[src/design/sactc_pkg.sv]
`timescale 1ns / 1ps
// ----------------------------------------------------------------------------
// sactc_pkg
// Shared geometry, types and register codes of the set-associative cache
// tag controller.
// ----------------------------------------------------------------------------
package sactc_pkg;

    // cache geometry (powers of two)
    localparam int NUM_SETS    = 64;
    localparam int NUM_WAYS    = 4;
    localparam int BLOCK_BYTES = 64;

    localparam int ADDR_W   = 32;
    localparam int OFFSET_W = $clog2(BLOCK_BYTES);
    localparam int SET_W    = $clog2(NUM_SETS);
    localparam int TAG_W    = ADDR_W - OFFSET_W - SET_W;
    localparam int WAY_W    = $clog2(NUM_WAYS);
    localparam int RANK_W   = WAY_W;

    localparam int CLAT_W   = 8;
    localparam int MLAT_W   = 10;
    localparam int COST_W   = 12;
    localparam int CIDX_W   = 3;
    localparam int CDATA_W  = 10;

    // configuration register indexes
    typedef enum logic [CIDX_W-1:0] {
        CFG_WRITE_BACK     = 3'd0,
        CFG_WRITE_ALLOCATE = 3'd1,
        CFG_USE_LRU        = 3'd2,
        CFG_CACHE_LATENCY  = 3'd3,
        CFG_MEMORY_LATENCY = 3'd4
    } t_cfg_idx;

    // configuration register values
    typedef struct packed {
        logic              write_back;
        logic              write_allocate;
        logic              use_lru;
        logic [CLAT_W-1:0] cache_latency;
        logic [MLAT_W-1:0] memory_latency;
    } t_cfg;

    // one way of a set row
    typedef struct packed {
        logic [TAG_W-1:0]  tag;
        logic              dirty;
        logic [RANK_W-1:0] rank;
    } t_way;

    typedef t_way [NUM_WAYS-1:0] t_row;

    // result of one request
    typedef struct packed {
        logic              hit;
        logic [COST_W-1:0] cost;
        logic              wrote_back;
        logic              allocated;
    } t_result;

endpackage

[src/design/sactc_cfg_regs.sv]
`timescale 1ns / 1ps
// ----------------------------------------------------------------------------
// sactc_cfg_regs
// Policy and latency registers, written through the configuration channel.
// ----------------------------------------------------------------------------
module sactc_cfg_regs
    import sactc_pkg::*;
(
    input  logic               i_clk,
    input  logic               i_rst_n,
    input  logic               i_cfg_valid,
    input  logic [CIDX_W-1:0]  i_cfg_index,
    input  logic [CDATA_W-1:0] i_cfg_data,
    output t_cfg               o_cfg
);

    t_cfg r_cfg;

    // register writes, unknown indexes ignored
    always_ff @(posedge i_clk) begin
        if (!i_rst_n) begin
            r_cfg.write_back     <= 1'b1;
            r_cfg.write_allocate <= 1'b1;
            r_cfg.use_lru        <= 1'b1;
            r_cfg.cache_latency  <= CLAT_W'(1);
            r_cfg.memory_latency <= MLAT_W'(100);
        end else if (i_cfg_valid) begin
            case (t_cfg_idx'(i_cfg_index))
                CFG_WRITE_BACK:     r_cfg.write_back     <= i_cfg_data[0];
                CFG_WRITE_ALLOCATE: r_cfg.write_allocate <= i_cfg_data[0];
                CFG_USE_LRU:        r_cfg.use_lru        <= i_cfg_data[0];
                CFG_CACHE_LATENCY:  r_cfg.cache_latency  <= i_cfg_data[CLAT_W-1:0];
                CFG_MEMORY_LATENCY: r_cfg.memory_latency <= i_cfg_data[MLAT_W-1:0];
                default: begin
                end
            endcase
        end
    end

    assign o_cfg = r_cfg;

endmodule

[config.mk]
export PLATFORM = sky130hd
export DESIGN_NAME = sactc_cfg_regs
export DESIGN_NICKNAME = d
export VERILOG_FILES = /design/src/design/sactc_pkg.sv /design/src/design/sactc_cfg_regs.sv
export SDC_FILE = /design/constraint.sdc
export NUM_CORES = 1
export LEC_CHECK = 0
export BUFFER_PORTS_ARGS = -buffer_cell sky130_fd_sc_hd__buf_4
export CAP_MARGIN = 30
export CORE_ASPECT_RATIO = 0.6
export CORE_UTILIZATION = 40
export CTS_CLUSTER_DIAMETER = 100
export DETAILED_ROUTE_END_ITERATION = 6
export PLACE_DENSITY = 0.71
export SLEW_MARGIN = 25
export SYNTH_ARGS = -nofsm -noshare
export SYNTH_HDL_FRONTEND = slang
export SYNTH_SLANG_ARGS = --single-unit
[constraint.sdc]
create_clock -name i_clk -period 0.8 [get_ports i_clk]
set_input_delay 0.08 -clock i_clk [delete_from_list [all_inputs] [get_ports i_clk]]
set_output_delay 0.08 -clock i_clk [all_outputs]
set_load 0.05 [all_outputs]
==> impl_table.tex <==
\begin{tabular}{lr}
\hline
Metric & Value \\
\hline
\multicolumn{2}{l}{\textbf{GRT}} \\
\quad Global routing's busiest layer & met2 \\
\quad First-pass GRT wire length & between 3000 and 4000 um \\
\quad Overall overflow remaining after global route & 0 \\
\quad Maximum number of pins on one net before global-route repair & 16 \\
\quad Via count of the first global-routing pass & between 700 and 800 \\
\quad Routing usage on met1 & 0.215 \\
\quad Initial antenna violation count & 0 \\
\quad Global Route Usage Sum & 0.193 \\
\quad Met2 Resource Use GR & 0.333 \\
\quad GRT met3 Usage & 0.0685 \\
\multicolumn{2}{l}{\textbf{Setup path}} \\
\quad Top fanout value on the critical path & 2 \\
\quad Cells along the critical path & buf\_8 \\
\quad Type of element launching the critical path & flop \\
\quad Arrival @ worst endpoint & 0.77 ns \\
\quad Cell with the largest stage delay on the worst path & dfxtp\_2 \\
\quad Critical path start-end classification & flop to output pin \\
\quad Crit-path leading delay family & flip-flops \\
\quad Cell depth of the worst setup path & 1 \\
\quad Depth of the most critical reg-to-reg path & 3 \\
\quad Data required time at the worst endpoint & between 0.7 and 0.8 ns \\
\quad Slowest stage delay, CP & 0.36 ns \\
\quad Buffers \& Inverters on Critical Path & 1 \\
\quad Endpoint class of the critical path & output pin \\
\multicolumn{2}{l}{\textbf{Timing}} \\
\quad Final period util & 1.07 \\
\quad Setup\_tns & -0.705 ns \\
\quad Slew headroom & 0.708 \\
\quad RSZ-0062 raised after global routing & true \\
\quad Slew at the pin closest to its max-slew limit & 0.433 ns \\
\quad Final count of pins violating max slew & 0 \\
\quad Fin Clk Skew & 0 ns \\
\quad Final setup margin & -0.0544 ns \\
\quad Min cycle time layout & 0.854 ns \\
\quad Final-layout worst hold slack & roughly 0.065 ns \\
\quad Fmax & roughly 1200 MHz \\
\quad Final setup violating endpoints & 21 \\
\quad Final Hold Vio Count & 0 \\
\multicolumn{2}{l}{\textbf{Clocking}} \\
\quad Number of buffers on the longest clock path & 2 \\
\quad Clock Latency Late Sink & 0.26 ns \\
\quad Clk sink count & 21 \\
\quad CTS buffer count & 3 \\
\quad CTS HTree Levels & 1 \\
\quad Clock transition at path regs & 0.07 ns \\
\quad Clock tree from TritonCTS & done \\
\quad Clock Tree Root & clkbuf\_8 \\
\multicolumn{2}{l}{\textbf{Synth}} \\
\quad Simple logic cell fraction of the synthesized area & 0.252 \\
\quad Post-synthesis mux area share & 0.236 \\
\quad Post-synthesis compound-gate area fraction & 0 \\
\quad Dominant register cell in the synthesized netlist & dfxtp\_1 \\
\quad Largest family of logic cells by synthesized area & simple AND/OR/NAND/NOR gates \\
\quad EDFF count, synth & 0 \\
\quad Post-synthesis register bit count & 21 \\
\quad Most used standard cells in the synthesized netlist & nand2\_1, dfxtp\_1, mux2i\_1, nor2b\_1, buf\_2 \\
\quad Post-synthesis cell type count & 12 \\
\quad Net count of the mapped netlist & 105 \\
\quad Cell count after synthesis & 89 \\
\quad Synthesized area & 890 um2 \\
\quad Portion of synthesized cell area occupied by the leading cell type & 0.473 \\
\quad Mapped Avg Cell Area & 10.0 um2 \\
\quad Count of yosys warnings during synthesis & 0 \\
\quad Most common cell in the netlist & nand2\_1 \\
\quad Area share of fa/ha/maj cells after synthesis & 0 \\
\quad XOR/XNOR share of the synthesized area & 0 \\
\quad Post-synth ARST share & 0 \\
\quad Biggest area consumer among synthesized cells & dfxtp\_1 \\
\quad Portion of the post-synthesis area used by sequential elements & 0.473 \\
\quad Area contributors post-synth & dfxtp\_1, mux2i\_1, nand2\_1 \\
\multicolumn{2}{l}{\textbf{Route}} \\
\quad Vias per cell & roughly 4.7 \\
\quad Antenna Violating Nets Remaining & 0 \\
\quad Post-Route WL & 2060 um \\
\quad Total iterations of the first detailed-routing run & 4 \\
\quad First DRT Iteration DRCs & 21 \\
\quad Via count & 758 \\
\quad Total DRC errors in the routed layout & 0 \\
\quad Wire length per cell & 12.9 um \\
\multicolumn{2}{l}{\textbf{Cells and area}} \\
\quad Ant. Diodes & 0 \\
\quad Number of filler instances in the final layout & 140 \\
\quad Number of nets in the final layout & 149 \\
\quad Final non-filler cell area & 0.00146 mm2 \\
\quad Post-synthesis to final-layout area growth & 63.9\% \\
\quad Share of post-route cells with drive strength above 1 & 0.538 \\
\quad Flip-flop count of the largest register after layout & 21 \\
\multicolumn{2}{l}{\textbf{Hold path}} \\
\quad Path category of the worst min-delay check & input port to flop \\
\quad WHS Path Cells & 3 \\
\multicolumn{2}{l}{\textbf{Run status}} \\
\quad Status & complete, but fails checks \\
\quad Failing checks & setup timing \\
\multicolumn{2}{l}{\textbf{Placement}} \\
\quad Cell area reported after detailed placement & around 0.0012 mm2 \\
\quad DP Worst Slack & -0.159 ns \\
\quad Dpl hpwl & 1490 um \\
\quad Routability-driven placement congestion ratio & 0.772 \\
\quad Buffers on Ports & 36 \\
\multicolumn{2}{l}{\textbf{Die}} \\
\quad Effective utilization at floorplan & 0.452 \\
\quad Std-Cell Rows & 12 \\
\quad Standard cell core area & a little under 0.002 mm2 \\
\quad Die span in y & roughly 39 um \\
\quad Count of pins on the block boundary & 37 \\
\quad Chip width & 62.9 um \\
\quad DIE AREA & 0.00242 mm2 \\
\multicolumn{2}{l}{\textbf{Power}} \\
\quad Peak supply drop & around 0.00083 V \\
\quad Static leakage power & 0.613 nW \\
\quad Power density cells & 1450 mW/mm2 \\
\multicolumn{2}{l}{\textbf{Job}} \\
\quad Max-cap violations & 0 \\
\hline
\end{tabular}
-- metrics by stage --
| step | utilization | cells | total power [mW] |
|---|---|---|---|
| detailed placement | 0.628 | 152 | 1.42 |
| global placement | 0.628 | 152 | 1.41 |
| floorplan | - | 89 | 1.29 |
| CTS | 0.718 | 158 | 2.14 |
| global route | 0.741 | 160 | 2.21 |
| finish | 0.741 | 160 | 2.12 |
-- layout by cell type, fill, tap and decap left out, drive strengths merged --
cell / synthesis / routed
and4b: 1 / 1
and4bb: 3 / 3
buf: 5 / 45
clkbuf: 1 / 4
dfxtp: 21 / 21
mux2i: 21 / 21
nand2: 24 / 24
nand4b: 1 / 1
nor2b: 11 / 11
nor4b: 1 / 1
-- area by class of cell --
type / count / area (um2) / area share
timing repair buffer: 45 / 497 / 0.341
clock buffer: 4 / 45.0 / 0.0309
tap: 28 / 35.0 / 0.0240
sequential: 21 / 447 / 0.306
multi-input combinational: 62 / 434 / 0.298
-- report_power, final --
group          total, mW  switching (mW)  internal (mW)
clock network      0.682           0.327          0.355
registers           1.09          0.0211           1.07
logic              0.345           0.174          0.171
-- path summary, 6_finish.rpt --
path | from | to | slack [ns]
worst max-delay path | o_cfg[3] | o_cfg[3] | -0.05
worst min-delay path | i_cfg_data[8] | o_cfg[8] | 0.06
worst max register to register | o_cfg[6] | o_cfg[6] | 0.06
worst min register to register | o_cfg[8] | o_cfg[8] | 0.47
-- routing by layer --
layer  wire [um]  part of all wire  vias to the layer above
met2        1010              0.49                       24
met5           0                 0                        -
met4          39             0.019                        0
li1            -                 -                      383
met3         123             0.060                        4
met1         885              0.43                      347
-- kinds of logic after synthesis --
| group | after synthesis |
|---|---|
| buffers and inverters | 6 |
| flip-flops | 21 |
| AND/OR/NAND/NOR | 41 |
| multiplexers | 21 |
-- repair_timing --
action,4_1_cts,5_1_grt
gates resized for setup,31,8
setup endpoints to repair,21,21
hold buffers,0,0
buffers inserted,2,2
Note: power is estimated with default switching activity, not from simulation.
