**config.mk**
```make
export PLATFORM = sky130hd
export DESIGN_NAME = sactc_lookup
export DESIGN_NICKNAME = d
export VERILOG_FILES = /design/src/design/sactc_pkg.sv /design/src/design/sactc_lookup.sv
export SDC_FILE = /design/constraint.sdc
export NUM_CORES = 1
export LEC_CHECK = 0
export BUFFER_PORTS_ARGS = -buffer_cell sky130_fd_sc_hd__buf_2
export CAP_MARGIN = 25
export CORE_MARGIN = 2
export CORE_UTILIZATION = 45
export DETAILED_ROUTE_END_ITERATION = 10
export GPL_ROUTABILITY_DRIVEN = 0
export GPL_TIMING_DRIVEN = 0
export PLACE_DENSITY = 0.78
export SLEW_MARGIN = 20
export SYNTH_ARGS = -nofsm -noshare
export SYNTH_HDL_FRONTEND = slang
export SYNTH_SLANG_ARGS = --single-unit
```
**constraint.sdc**
```tcl
create_clock -name vclk -period 4.7
set_clock_uncertainty 0.05 [all_clocks]
set_input_delay 0.235 -clock vclk [all_inputs]
set_output_delay 0.235 -clock vclk [all_outputs]
set_load 0.1 [all_outputs]
```
**src/design/sactc_pkg.sv**
```systemverilog
`timescale 1ns / 1ps
// ----------------------------------------------------------------------------
// sactc_pkg
// Shared geometry, types and register codes of the set-associative cache
// tag controller.
// ----------------------------------------------------------------------------
package sactc_pkg;

    // cache geometry (powers of two)
    localparam int NUM_SETS    = 64;
    localparam int NUM_WAYS    = 4;
    localparam int BLOCK_BYTES = 64;

    localparam int ADDR_W   = 32;
    localparam int OFFSET_W = $clog2(BLOCK_BYTES);
    localparam int SET_W    = $clog2(NUM_SETS);
    localparam int TAG_W    = ADDR_W - OFFSET_W - SET_W;
    localparam int WAY_W    = $clog2(NUM_WAYS);
    localparam int RANK_W   = WAY_W;

    localparam int CLAT_W   = 8;
    localparam int MLAT_W   = 10;
    localparam int COST_W   = 12;
    localparam int CIDX_W   = 3;
    localparam int CDATA_W  = 10;

    // configuration register indexes
    typedef enum logic [CIDX_W-1:0] {
        CFG_WRITE_BACK     = 3'd0,
        CFG_WRITE_ALLOCATE = 3'd1,
        CFG_USE_LRU        = 3'd2,
        CFG_CACHE_LATENCY  = 3'd3,
        CFG_MEMORY_LATENCY = 3'd4
    } t_cfg_idx;

    // configuration register values
    typedef struct packed {
        logic              write_back;
        logic              write_allocate;
        logic              use_lru;
        logic [CLAT_W-1:0] cache_latency;
        logic [MLAT_W-1:0] memory_latency;
    } t_cfg;

    // one way of a set row
    typedef struct packed {
        logic [TAG_W-1:0]  tag;
        logic              dirty;
        logic [RANK_W-1:0] rank;
    } t_way;

    typedef t_way [NUM_WAYS-1:0] t_row;

    // result of one request
    typedef struct packed {
        logic              hit;
        logic [COST_W-1:0] cost;
        logic              wrote_back;
        logic              allocated;
    } t_result;

endpackage

```
**src/design/sactc_lookup.sv**
```systemverilog
`timescale 1ns / 1ps
// ----------------------------------------------------------------------------
// sactc_lookup
// Tag compare, victim choice, replacement-order update and cost for one
// request against one set row.
// ----------------------------------------------------------------------------
module sactc_lookup
    import sactc_pkg::*;
(
    input  t_row                i_row,
    input  logic [NUM_WAYS-1:0] i_valid,
    input  logic [TAG_W-1:0]    i_tag,
    input  logic                i_store,
    input  t_cfg                i_cfg,
    output t_row                o_row,
    output logic [NUM_WAYS-1:0] o_valid,
    output t_result             o_result
);

    logic [NUM_WAYS-1:0] hit_vec;
    logic                hit;
    logic [WAY_W-1:0]    hit_way;
    logic                has_free;
    logic [WAY_W-1:0]    free_way;
    logic [WAY_W-1:0]    victim_way;
    logic [WAY_W-1:0]    fill_way;
    logic [RANK_W:0]     fill_age;
    logic                victim_dirty;
    logic                do_fill;
    logic [COST_W-1:0]   c_cost;
    logic [COST_W-1:0]   m_cost;

    // tag compare and free-way search
    always_comb begin
        hit_vec  = '0;
        hit      = 1'b0;
        hit_way  = '0;
        has_free = 1'b0;
        free_way = '0;
        for (int i = NUM_WAYS - 1; i >= 0; i--) begin
            hit_vec[i] = i_valid[i] && (i_row[i].tag == i_tag);
            if (hit_vec[i]) begin
                hit_way = WAY_W'(i);
            end
            if (!i_valid[i]) begin
                has_free = 1'b1;
                free_way = WAY_W'(i);
            end
        end
        hit = |hit_vec;
    end

    // oldest way, lowest index on a tie
    always_comb begin
        victim_way = '0;
        for (int i = 1; i < NUM_WAYS; i++) begin
            if (i_row[i].rank > i_row[victim_way].rank) begin
                victim_way = WAY_W'(i);
            end
        end
    end

    assign fill_way     = has_free ? free_way : victim_way;
    assign fill_age     = has_free ? (RANK_W+1)'(NUM_WAYS)
                                   : {1'b0, i_row[victim_way].rank};
    assign victim_dirty = !has_free && i_row[victim_way].dirty;
    assign do_fill      = !hit && (!i_store || i_cfg.write_allocate);

    assign c_cost = COST_W'(i_cfg.cache_latency);
    assign m_cost = COST_W'(i_cfg.memory_latency);

    // row update and cost
    always_comb begin
        o_row               = i_row;
        o_valid             = i_valid;
        o_result.hit        = hit;
        o_result.wrote_back = 1'b0;
        o_result.allocated  = 1'b0;
        o_result.cost       = c_cost + m_cost;
        if (hit) begin
            if (i_store && i_cfg.write_back) begin
                o_result.cost         = c_cost + c_cost;
                o_row[hit_way].dirty  = 1'b1;
            end else begin
                o_result.cost = c_cost;
            end
            if (i_cfg.use_lru) begin
                for (int i = 0; i < NUM_WAYS; i++) begin
                    if (WAY_W'(i) != hit_way && i_valid[i]
                            && i_row[i].rank < i_row[hit_way].rank) begin
                        o_row[i].rank = i_row[i].rank + RANK_W'(1);
                    end
                end
                o_row[hit_way].rank = '0;
            end
        end else if (do_fill) begin
            for (int i = 0; i < NUM_WAYS; i++) begin
                if (WAY_W'(i) != fill_way && i_valid[i]
                        && {1'b0, i_row[i].rank} < fill_age) begin
                    o_row[i].rank = i_row[i].rank + RANK_W'(1);
                end
            end
            o_valid[fill_way]    = 1'b1;
            o_row[fill_way].tag  = i_tag;
            o_row[fill_way].rank = '0;
            o_row[fill_way].dirty = i_store && i_cfg.write_back;
            o_result.allocated   = 1'b1;
            if (i_cfg.write_back) begin
                o_result.wrote_back = victim_dirty;
                o_result.cost = c_cost + c_cost + m_cost
                              + (victim_dirty ? m_cost : '0);
            end else if (i_store) begin
                o_result.cost = c_cost + c_cost + m_cost + m_cost;
            end else begin
                o_result.cost = c_cost + c_cost + m_cost;
            end
        end
    end

endmodule

```
==> impl_metrics.toml <==
[detailed_routing]
ant_nets = 0
first_pass_iters = 5
via_per_inst = 6.10
drc_errors = 0
via_count = 7222
first_iter_violations = 570
wirelength_mm = 24.5
post_drt_wl_per_cell_um = 20.7

[logic_synthesis]
syn-instance-count = 757
syn_nets = 947
synth_cell_types = 76
synthMuxAreaShare_pct = 18.1
synth_warnings = 0
ys_seq_area_share_pct = 0
synth-xor-area-share_pct = 17.8
synth_fa_ha_area_share_pct = 11.9
synth-simple-area-share_pct = 26.3
synth_top_family_by_area = "simple AND/OR/NAND/NOR gates"
postSynthAreaPerCell_um2 = 7.46
syn_area_um2 = 5640
synth-compound-area-share_pct = 19.2

[setup_path]
cp_max_fo = 9
slowest_delay_ps = 460
critical_path_class = "input pin to output port"
crit_slowest_cell = "o41a_1"
cp-start-kind = "input pin"
required_ps = 4410
end_kind = "output port"
worstPathArrival_ps = 4860

[cells_and_area]
fin_area_um2 = 8170
nFlopsAndLatches = 0
final_nets = 1208
seq_area_um2 = 0
num-clock-buffers = 0
drive_above_1_share_pct = 46.4
fin_cells = 1184
diodes = 0
area_delta_synth_final_pct = 44.8

[timing]
rsz0062_at_grt = "true"
clock.fmax_mhz = 194
setup_viol = 10
layout_setup_ws_ps = -447
period_share_pct = 110
drv_slew = 0
timing.final.crit_period_ps = 5150
timing_hold_violations_final = 0
tightest_slew_ps = 939
hold_ws_ps = 883
relSlewSlack_pct = 37.4

[placement]
numPlacedInstances = 1153
port_buffers = 228
dp_hpwl_mm = 19.8
place_area_um2 = 7290
post-place-ws_ps = -1230

[die]
dieHeight_um = 116
io_pins = 249
placement_rows = 40
die_area_um2 = 13500
core_um2 = 12100
start_util_pct = 46.6
die_w_um = 116

[run]
drv_cap = 0

[power]
p_leak_nw = 3.57
ir_worst_vdd_mv = 0.242
totalPowerFinal_mw = 1.96
power_density_nw_per_um2 = 240

[status]
violations = "setup timing"
outcome = "finished, violations left"

[min_path]
hp-class = "input pin to output port"

[grt]
grtUsageTotal_pct = 33.9
grt_pass1_vias = 6488
grt_pass1_wl_mm = 35.7
grt_max_degree = 11
grt_overflow = 0
antenna_found_initial = 1
==> critical path: cells and delay by family <==
family / cells / cell delay (ps)
buffers and inverters: 4 / 720
adders and majority gates: 4 / 980
AOI/OAI and AO/OA: 12 / 2100
and+or+nand+nor: 7 / 820
==> where the power goes <==
part	switching [mW]	internal (mW)	total [mW]
Sequential	0	0	0
Combinational	1.33	0.631	1.96
Clock	0	0	0
Total	1.33	0.631	1.96
==> per-layer routing <==
| layer | global-route usage [%] | part of all wire (%) | vias to the layer above |
|---|---|---|---|
| li1 | - | - | 3347 |
| met1 | 44.6 | 40 | 3367 |
| met2 | 59.3 | 47 | 453 |
| met3 | 4.65 | 10 | 55 |
| met4 | 6.83 | 2.8 | 0 |
| met5 | 0 | 0 | - |
==> stage by stage <==
stage / setup TNS (ps) / utilization (%)
floorplan: -2090 / -
global placement: -36010 / 60.2
detailed placement: -39250 / 60.2
CTS: -1870 / 64.2
global route: -4040 / 67.5
finish: -2200 / 67.5
==> path summary, 6_finish.rpt <==
check / start / cells after the start / slack [ps] / to
max: i_row[0] / 27 / -450 / o_result[13]
min: i_row[71] / 4 / 880 / o_row[71]
==> cells by family (layout without fill, tap and decap cells) <==
logic type	count (synthesis)	after routing
AOI/OAI and AO/OA	160	160
xor gates and xnor gates	115	115
adders and majority gates	52	52
and+or+nand+nor	266	266
muxes	92	92
buffers and inverters	72	331
==> placed cells by master (no fill, tap or decap), types with 5 or more instances in the layout <==
master     instances
nor3_1            20
buf_2            182
a21oi_2            8
buf_6             14
ha_1              39
clkbuf_4           7
and2_4             5
nor4_1            10
a31oi_1            8
ha_4               8
o21ai_0           25
mux2_1             5
nor2b_1            9
a211oi_1           7
or3_1              6
nand3_1           23
a21o_1            10
and3_1            11
and2_1             7
a21oi_1           27
nand2_1           46
mux2i_1           11
xor2_1            27
nand2_2            5
o2111ai_1          5
buf_4             73
nand4_1           30
mux2_2            76
xnor2_1           84
nand2b_1           8
nor2_1            40
buf_12            13
inv_1             21
o21ai_1            7
clkbuf_1          13
==> what timing repair did <==
item / 4_1_cts / 5_1_grt
pin swaps: 27 / 33
setup endpoints to repair: 96 / 91
hold endpoints to repair: 0 / 0
setup buffers: 20 / 12
resized for setup: 99 / 78
hold buffers: 0 / 0
cloned: 0 / 0
==> synthesized netlist by cell type (all sizes together), types with 8 or more instances <==
library cell / count / area (µm²)
a211oi: 12 / 95.1
a21o: 10 / 75.1
a21oi: 39 / 195
a31oi: 9 / 71.3
and2: 12 / 75.1
and3: 15 / 97.6
buf: 32 / 225
clkbuf: 15 / 56.3
ha: 49 / 613
inv: 25 / 93.8
mux2: 81 / 912
mux2i: 11 / 110
nand2: 52 / 198
nand2b: 9 / 56.3
nand3: 25 / 130
nand4: 31 / 200
nor2: 44 / 165
nor2b: 11 / 68.8
nor3: 24 / 131
nor4: 15 / 136
o21ai: 38 / 190
or3: 8 / 51.3
xnor2: 86 / 753
xor2: 29 / 254
==> cell type report <==
cell class / count / area, µm²
Buffer: 46 / 295
Inverter: 25 / 111
Fill cell: 1065 / 3940
Tap cell: 168 / 210
Multi-Input combinational cell: 685 / 5820
Timing Repair Buffer: 260 / 1740
Note: power is estimated with default switching activity, not from simulation.
